`config.mk`:
```
export PLATFORM = sky130hd
export DESIGN_NAME = modbus_setpoint_frame_builder
export DESIGN_NICKNAME = d
export VERILOG_FILES = /design/src/msfb_pkg.sv /design/src/msfb_crc.sv /design/src/msfb_seq.sv /design/src/modbus_setpoint_frame_builder.sv
export SDC_FILE = /design/constraint.sdc
export NUM_CORES = 1
export LEC_CHECK = 0
export ABC_AREA = 1
export BUFFER_PORTS_ARGS = -buffer_cell sky130_fd_sc_hd__clkbuf_2
export CORE_UTILIZATION = 55
export DETAILED_ROUTE_END_ITERATION = 10
export GPL_ROUTABILITY_DRIVEN = 1
export HOLD_SLACK_MARGIN = 0.15
export PLACE_DENSITY = 0.89
export SYNTH_ARGS = -nofsm -noshare
export SYNTH_HDL_FRONTEND = slang
export SYNTH_HIERARCHICAL = 1
export SYNTH_SLANG_ARGS = --single-unit
```
`constraint.sdc`:
```
create_clock -name clk -period 7 [get_ports clk]
set_input_delay 0 -clock clk [delete_from_list [all_inputs] [get_ports clk]]
set_output_delay 0 -clock clk [all_outputs]
set_load 0.05 [all_outputs]
```
`src/msfb_pkg.sv`:
```
`default_nettype none
package msfb_pkg;

	localparam int unsigned FRAME_LEN = 17;
	localparam int unsigned HDR_LEN   = 7;
	localparam int unsigned CRC_SPAN  = 15;
	localparam int unsigned IDX_W     = 5;

	localparam logic [15:0] CRC_INIT = 16'hFFFF;
	localparam logic [15:0] CRC_POLY = 16'hA001;

	// fixed header: slave addr, function, start reg, reg count, byte count
	localparam logic [7:0] HDR_SLAVE  = 8'h01;
	localparam logic [7:0] HDR_FUNC   = 8'h10;
	localparam logic [7:0] HDR_REG_HI = 8'h00;
	localparam logic [7:0] HDR_REG_LO = 8'h0A;
	localparam logic [7:0] HDR_CNT_HI = 8'h00;
	localparam logic [7:0] HDR_CNT_LO = 8'h04;
	localparam logic [7:0] HDR_BYTES  = 8'h08;

	// frame positions
	localparam logic [IDX_W-1:0] POS_VOLT   = 5'd7;
	localparam logic [IDX_W-1:0] POS_CURR   = 5'd11;
	localparam logic [IDX_W-1:0] POS_CRC_LO = 5'd15;
	localparam logic [IDX_W-1:0] POS_CRC_HI = 5'd16;

	typedef struct packed {
		logic [31:0] voltage_bits;
		logic [31:0] current_bits;
	} setpoint_t;

	typedef struct packed {
		logic [7:0] frame_byte;
		logic       last_byte;
	} frame_t;

	typedef struct packed {
		logic       clear;
		logic       step;
		logic [7:0] data;
	} crc_ctl_t;

	function automatic logic [7:0] header_byte(input logic [2:0] pos);
		logic [7:0] b;
		case (pos)
			3'd0: b = HDR_SLAVE;
			3'd1: b = HDR_FUNC;
			3'd2: b = HDR_REG_HI;
			3'd3: b = HDR_REG_LO;
			3'd4: b = HDR_CNT_HI;
			3'd5: b = HDR_CNT_LO;
			3'd6: b = HDR_BYTES;
			default: b = 8'h00;
		endcase
		return b;
	endfunction

endpackage
`default_nettype wire

```
`src/msfb_crc.sv`:
```
`default_nettype none
module msfb_crc (
	input  wire logic             clk,
	input  wire logic             arst_n,
	input  wire msfb_pkg::crc_ctl_t ctl,
	output logic [15:0]           crc
);

	logic [15:0] crc_q;
	logic [15:0] crc_d;

	// one frame byte folded per cycle while step is set, eight shift/xor steps
	always_comb begin
		crc_d = crc_q ^ {8'h00, ctl.data};
		for (int i = 0; i < 8; i++) begin
			if (crc_d[0]) begin
				crc_d = (crc_d >> 1) ^ msfb_pkg::CRC_POLY;
			end else begin
				crc_d = crc_d >> 1;
			end
		end
	end

	always_ff @(posedge clk or negedge arst_n) begin
		if (!arst_n) begin
			crc_q <= msfb_pkg::CRC_INIT;
		end else if (ctl.clear) begin
			crc_q <= msfb_pkg::CRC_INIT;
		end else if (ctl.step) begin
			crc_q <= crc_d;
		end
	end

	assign crc = crc_q;

endmodule
`default_nettype wire

```
`src/msfb_seq.sv`:
```
`default_nettype none
module msfb_seq (
	input  wire logic                clk,
	input  wire logic                arst_n,
	input  wire logic                start,
	input  wire msfb_pkg::setpoint_t setpoint,
	input  wire logic [15:0]         crc,
	output logic                     busy,
	output logic                     strobe,
	output msfb_pkg::frame_t         frame,
	output msfb_pkg::crc_ctl_t       crc_ctl
);

	localparam logic ST_IDLE = 1'b0;
	localparam logic ST_SEND = 1'b1;

	logic                       state_q;
	logic [msfb_pkg::IDX_W-1:0] idx_q;
	logic [31:0]                volt_q;
	logic [31:0]                curr_q;
	logic                       accept;
	logic                       at_last;
	logic [msfb_pkg::IDX_W-1:0] off;
	logic [31:0]                word;
	logic [7:0]                 word_byte;
	logic [7:0]                 out_byte;

	assign at_last = (state_q == ST_SEND) && (idx_q == msfb_pkg::POS_CRC_HI);
	// free again during the final byte so frames run back to back
	assign busy    = (state_q == ST_SEND) && !at_last;
	assign accept  = start && !busy;

	always_ff @(posedge clk or negedge arst_n) begin
		if (!arst_n) begin
			state_q <= ST_IDLE;
			idx_q   <= '0;
		end else if (accept) begin
			state_q <= ST_SEND;
			idx_q   <= '0;
		end else if (at_last) begin
			state_q <= ST_IDLE;
			idx_q   <= '0;
		end else if (state_q == ST_SEND) begin
			idx_q <= idx_q + 1'b1;
		end
	end

	always_ff @(posedge clk) begin
		if (accept) begin
			volt_q <= setpoint.voltage_bits;
			curr_q <= setpoint.current_bits;
		end
	end

	// byte select
	always_comb begin
		off  = idx_q - msfb_pkg::POS_VOLT;
		word = (idx_q < msfb_pkg::POS_CURR) ? volt_q : curr_q;
		case (off[1:0])
			2'd0: word_byte = word[15:8];
			2'd1: word_byte = word[7:0];
			2'd2: word_byte = word[31:24];
			2'd3: word_byte = word[23:16];
			default: word_byte = 8'h00;
		endcase
		if (idx_q < msfb_pkg::POS_VOLT) begin
			out_byte = msfb_pkg::header_byte(idx_q[2:0]);
		end else if (idx_q < msfb_pkg::POS_CRC_LO) begin
			out_byte = word_byte;
		end else if (idx_q == msfb_pkg::POS_CRC_LO) begin
			out_byte = crc[7:0];
		end else begin
			out_byte = crc[15:8];
		end
	end

	assign strobe           = (state_q == ST_SEND);
	assign frame.frame_byte = out_byte;
	assign frame.last_byte  = at_last;

	assign crc_ctl.clear = accept;
	assign crc_ctl.step  = (state_q == ST_SEND) && (idx_q < msfb_pkg::POS_CRC_LO);
	assign crc_ctl.data  = out_byte;

	a_accept_restarts: assert property (@(posedge clk) disable iff (!arst_n)
		accept |=> (state_q == ST_SEND) && (idx_q == '0) && (crc == msfb_pkg::CRC_INIT))
		else $error("accepted request did not restart frame");

	a_idx_range: assert property (@(posedge clk) disable iff (!arst_n)
		(state_q == ST_SEND) |-> (idx_q <= msfb_pkg::POS_CRC_HI))
		else $error("byte index out of frame");

	a_no_gap: assert property (@(posedge clk) disable iff (!arst_n)
		(strobe && !at_last) |=> strobe && (idx_q == $past(idx_q) + 1'b1))
		else $error("gap inside frame");

	a_end_or_next: assert property (@(posedge clk) disable iff (!arst_n)
		(at_last && !start) |=> !strobe)
		else $error("strobe after last byte without request");

	a_crc_frozen: assert property (@(posedge clk) disable iff (!arst_n)
		(strobe && idx_q >= msfb_pkg::POS_CRC_LO && !accept) |=> $stable(crc))
		else $error("crc moved while being sent");

endmodule
`default_nettype wire

```
`src/modbus_setpoint_frame_builder.sv`:
```
`default_nettype none
// Modbus RTU write-multiple-registers frame builder with CRC-16/Modbus.
// The first frame byte is on the result ports the cycle after the request is taken.
// Frame: 17 bytes, one per cycle, from the byte sequencer, which feeds the CRC unit
// one byte per cycle for bytes 0..14. A new request is taken in the cycle of the
// final byte. The receiver cannot stall; strobe marks each byte.
// Reset (arst_n low, asynchronous): idle, busy and strobe low, CRC at FFFF.
module modbus_setpoint_frame_builder (
	input  wire logic                clk,
	input  wire logic                arst_n,
	input  wire logic                start,
	input  wire msfb_pkg::setpoint_t setpoint,
	output logic                     busy,
	output logic                     strobe,
	output msfb_pkg::frame_t         frame
);

	// sequencer <-> CRC unit
	msfb_pkg::crc_ctl_t crc_ctl;
	logic [15:0]        crc;

	// Sequencer: holds the two setpoint words, walks byte positions 0..16,
	// picks header / word / CRC bytes and tells the CRC unit what to fold.
	msfb_seq u_seq (
		.clk      (clk),
		.arst_n   (arst_n),
		.start    (start),
		.setpoint (setpoint),
		.crc      (crc),
		.busy     (busy),
		.strobe   (strobe),
		.frame    (frame),
		.crc_ctl  (crc_ctl)
	);

	// CRC unit: cleared on each new request, folds bytes 0..14 as they go out,
	// then holds its value while the low and high CRC bytes are sent.
	msfb_crc u_crc (
		.clk    (clk),
		.arst_n (arst_n),
		.ctl    (crc_ctl),
		.crc    (crc)
	);

	a_last_has_strobe: assert property (@(posedge clk) disable iff (!arst_n)
		frame.last_byte |-> strobe)
		else $error("last flag without strobe");

	a_busy_means_strobe: assert property (@(posedge clk) disable iff (!arst_n)
		busy |-> strobe && !frame.last_byte)
		else $error("busy outside frame");

	a_start_taken: assert property (@(posedge clk) disable iff (!arst_n)
		(start && !busy) |=> strobe)
		else $error("request not started");

endmodule
`default_nettype wire
```
Word-level counts from Yosys, hierarchy flattened --
Index checks and enable logic that the tools add are counted.
Storage, ports and cells: flip-flop bits (word level) 86, bits of input ports 67, output and inout port bits 11
Cells by class: $add $sub $neg 2, magnitude comparators 3, equal/unequal tests 9, muxes and demuxes 21, bitwise logic cells 9, reduce and logical (&&, ||, !) cells 11
Operators by type and width (number):
- $mux 16 | 10
- $mux 32 | 1
- $pmux 8 s4 | 1
- $pmux 5 s5 | 1
- $mux 8 | 3
- $not 2->3 | 8
- $xor 16x8->16 | 1
- $mux 5 | 3
- $lt 5x4->1 const B | 2
- $eq 3x3->1 const B | 2
- $add 5x1->5 const B | 1
- $eq 5x4->1 const B | 1
- $eq 5x5->1 const B | 1
- $lt 5x3->1 const B | 1
- $eq 2x2->1 const B | 2
- $logic_and 1x1->1 | 4
- $reduce_bool 2->1 | 2
- $eq 3x1->1 const B | 1
- $eq 3x2->1 const B | 1
- $logic_not 3->1 | 1
- $reduce_bool 3->1 | 1
- $eq 2x1->1 const B | 1
- $logic_not 1->1 | 2
- $logic_not 2->1 | 1
- 2 further kinds | 3

Depth between registers and ports, before layout --
depth after elaboration 24, gate-level depth with buffers 27, depth with buffers taken out 25

By module --
The synthesis kept the hierarchy.
Modules (own cells, without submodules):
- msfb_seq | instances 1, cells an instance 364, area each 3458.3 um^2, sequential area each 2072.0 um^2
- msfb_crc | instances 1, cells an instance 148, area each 1073.5 um^2, sequential area each 420.4 um^2

Worst setup path after synthesis --
OpenSTA, ideal clock, no wires.
kind flip-flop to flip-flop, start point register u_seq/idx_q[0] (netlist bit), end point register u_crc.crc_q[13], in the netlist u_crc/crc[13], arrival 5.095 ns, setup slack 1.827 ns, cell stages (with the launch flop) 14, cells stage by stage dfrtp_1 -> inv_1 -> ha_1 -> inv_1 -> nor2_1 -> nand3_1 -> nand2_1 -> inv_1 -> nor2_1 -> buf_4 -> nor2_1 -> inv_1 -> nor2_1 -> a31oi_1
RTL lines:
- start: declaration | RTL line msfb_seq.sv:18 | logic [msfb_pkg::IDX_W-1:0] idx_q;
- start signal: assignment | RTL line msfb_seq.sv:44 | idx_q <= idx_q + 1'b1;
- $eq 5x5->1 (*) | RTL line msfb_seq.sv:28 | assign at_last = (state_q == ST_SEND) && (idx_q == msfb_pkg::POS_CRC_HI);
- $logic_and 1x1->1 (*) | RTL line msfb_seq.sv:28
- $logic_not 1->1 (*) | RTL line msfb_seq.sv:30 | assign busy = (state_q == ST_SEND) && !at_last;
- $logic_and 1x1->1 (*) | RTL line msfb_seq.sv:30
- via busy | RTL line modbus_setpoint_frame_builder.sv:13 | output logic busy,
- $logic_not 1->1 (*) | RTL line msfb_seq.sv:31 | assign accept = start && !busy;
- $logic_and 1x1->1 (*) | RTL line msfb_seq.sv:31
- via u_seq.accept | RTL line msfb_seq.sv:21 | logic accept;
- $mux 16 / $reduce_bool 2->1 (equally long branches)
- end signal: assignment | RTL line msfb_crc.sv:26 | crc_q <= msfb_pkg::CRC_INIT;
- end signal: assignment | RTL line msfb_crc.sv:28 | crc_q <= msfb_pkg::CRC_INIT;
- end signal: assignment | RTL line msfb_crc.sv:30 | crc_q <= crc_d;
- end: declaration | RTL line msfb_crc.sv:9 | logic [15:0] crc_q;
The timed path passes the listed nets; every way through them passes the cells marked *. The select of a mux whose other input is x is not followed. A chain may end at the register's enable or synchronous reset.

==> metrics.csv <==
metric,value,unit
Yosys top cell area share,42.4,%
clk_skew,13.2,ps
GRT overflow,0,
CTS tree,built,
# hold bufs at CTS,66,
Worst Max-Slew Pin Slew,862,ps
initial antenna violation count,0,
Yosys cell types,34,
Avg Synthesized Cell Area,8.85,sq um
Slew HR,42.5,%
All-Layer GR Usage,30.7,%
Pwr Density,532,nW/um^2
Root Buffer Master,clkbuf_8,
"Seq/Total Area, Yosys",55.0,%
Tcrit/Tclk final,49.3,%
element type at the critical path end,register,
required time worst endpoint,7280,ps
FP Rows,32,
vias per cell,5.57,
critical path startpoint,u_seq/idx_q[0]$_DFFE_PN0P_,
Final TNS setup,0,ps
Setup crit start kind,register,
post-detailed-route count of antenna-violating nets,0,
DRT iter0 DRCs,502,
Remaining DRCs,0,
total routed wirelength,12600,um
"CTS clk-pin slew, worst paths",90,ps
peak supply drop,249,uV
io pins,78,
core area,7850,sq um
routed length per instance,16.8,um
Worst R2R Path Depth,13,
first-pass GRT wire length,19900,um
synthesis warning total,6,
fmax,290,MHz
status,completed,
layout cells sized above 1,22.5,%
Die X,92.8,um
layout net count,721,
PostCTS Resize Cnt,0,
fillers,521,
I/O Buffers,77,
routed vias,4190,
critical path class,register to register,
Die Y-Extent,92.8,um
fin. max-slew vios,0,
top post-synthesis cells by area,"edfxtp_1, nand2_1, dfstp_2",
Final setup viols,0,
Tmin final,3450,ps
final core area utilization,73.7,%
maximum number of pins on one net before global-route repair,70,
crit path capture,u_crc/crc[15]$_DFFE_PN1P_,
number of synthesized register bits,86,
CTS Buffer Depth,2,
Final Hold Viols,0,
FF-to-FF setup slack,3550,ps
"Cell Area, Synth",4530,sq um
Pleak,2.76,nW
Final Cell Area,5780,sq um
clk_lat worst skew,360,ps
Crit path arrival time,3730,ps
antenna cells,0,
GP Congestion,0.936,
Layout area overhead,27.6,%
Hold Path Class,primary input to asynchronous set/reset pin,
Gate Count Post-Synth,512,
post-synth top area cell,edfxtp_1,
CTS Buf Count,9,
Die ar.,8610,sq um
vias in the first global route,4079,
RSZ-0062 raised after global routing,false,
placed cell areas,4910,sq um
Critical R2R Launch,u_seq/idx_q[0]$_DFFE_PN0P_,
max_cap viols,0,
hpwl dp,6940,um
Pre-Repair DR Iteration Count,8,
Reg-to-Reg End,u_crc/crc[15]$_DFFE_PN1P_,
# clock sinks,86,
Initial Util,57.7,%
"Net Count, Synth",588,
maximum level of the CTS H-tree,3,
CP Max Fanout,69,
Post-CTS Setup Inserts,0,
==> metrics by stage <==
step | hold WS (ps) | power, mW | worst slack (ps) | instances
3_3_place_gp | -1.27 | 2.53 | 3880 | 670
5_1_grt | 213 | 3.29 | 3290 | 752
3_5_place_dp | 7.74 | 2.59 | 3650 | 670
6_report | 158 | 3.08 | 3550 | 752
2_1_floorplan | -296 | 2.31 | 1830 | 512
4_1_cts | 161 | 3.00 | 3600 | 752
==> layout by cell type (no fill, tap or decap), types with 3 or more instances in the layout <==
cell type / count
nand2_1: 183
clkbuf_2: 77
dlygate4sd3_1: 66
inv_1: 66
edfxtp_1: 64
nand3_1: 35
nand2_2: 19
nor2_1: 18
dfstp_2: 16
a21oi_1: 14
clkbuf_8: 9
ha_1: 9
inv_2: 8
a31oi_1: 8
o22ai_1: 7
o21ai_0: 6
nand3b_1: 6
dfrtp_1: 6
xor2_1: 4
a22oi_1: 3
nand3_2: 3
==> layer usage <==
metal	global-route usage (%)	wire, um	vias to the layer above
met2	54.5	6410	275
met4	12.2	403	0
li1	-	-	1900
met1	37.3	4820	1962
met3	4.68	979	53
met5	0	0	-
==> flip-flops by register name, summed over array words and instances (netlist names) <==
register      count
u_seq/curr_q     32
u_seq/volt_q     32
u_crc/crc        16
u_seq/idx_q       5
u_seq/strobe      1
==> Yosys cell counts (all sizes together) <==
| cell | n |
|---|---|
| a22oi | 3 |
| nand2 | 204 |
| inv | 74 |
| o22ai | 7 |
| o21ai | 6 |
| nand3b | 6 |
| a21oi | 14 |
| o211ai | 2 |
| o21bai | 1 |
| ha | 9 |
| buf | 19 |
| nand3 | 38 |
| clkinv | 1 |
| a32oi | 2 |
| edfxtp | 64 |
| clkbuf | 3 |
| a31oi | 8 |
| dfrtp | 6 |
| nand4 | 1 |
| dfstp | 16 |
| xor2 | 4 |
| nor2 | 21 |
| xnor2 | 3 |
==> how the worst min path moves through the flow <==
stage / from / end / slack, ps / depth (start not counted)
2_1_floorplan: arst_n / u_seq/idx_q[0]$_DFFE_PN0P_ / -300 / 0
3_3_place_gp: arst_n / u_seq/idx_q[4]$_DFFE_PN0P_ / -1 / 1
3_5_place_dp: arst_n / u_seq/idx_q[4]$_DFFE_PN0P_ / 8 / 1
4_1_cts: arst_n / u_seq/idx_q[4]$_DFFE_PN0P_ / 160 / 2
5_1_grt: arst_n / u_seq/idx_q[2]$_DFFE_PN0P_ / 210 / 2
6_report: arst_n / u_seq/idx_q[4]$_DFFE_PN0P_ / 160 / 2
==> worst max-delay path, stage by stage, from the launching register on <==
cell and delay [ps]:
dfrtp_1 490, inv_1 150, ha_1 450, inv_1 80
nor2_1 190, nand3_1 130, nand2_1 160, inv_1 120
nor2_4 80, buf_4 670, nor2_1 310, inv_1 260
nor2_1 70, a31oi_1 180
==> where the power goes <==
group	internal (mW)	switching (mW)	leakage [nW]
logic	0.567	1.34	1.84
registers	0.699	0.0888	0.815
clock network	0.173	0.206	0.101
total	1.44	1.64	2.76
==> layout make-up <==
cell class	count	area (sq um)	share of cell area, %
Tap cell	102	128	2.21
Clock inverter	7	90.1	1.56
Clock buffer	9	124	2.14
Multi-Input combinational cell	329	1610	27.9
Sequential cell	86	2490	43.1
Timing Repair Buffer	144	1050	18.2
Inverter	75	282	4.87
==> cell families (layout without fill, tap and decap cells) <==
family                   Yosys count  after routing  synth area share, %
AO/OA/AOI/OAI                     43             43                 5.66
XOR/XNOR                           7              7                 1.52
adder cells (fa/ha/maj)            9              9                 2.48
buffers and inverters             97            235                 9.55
flip-flops                        86             86                 55.0
AND/OR/NAND/NOR                  270            270                 25.8
Note: power is estimated with default switching activity, not from simulation.
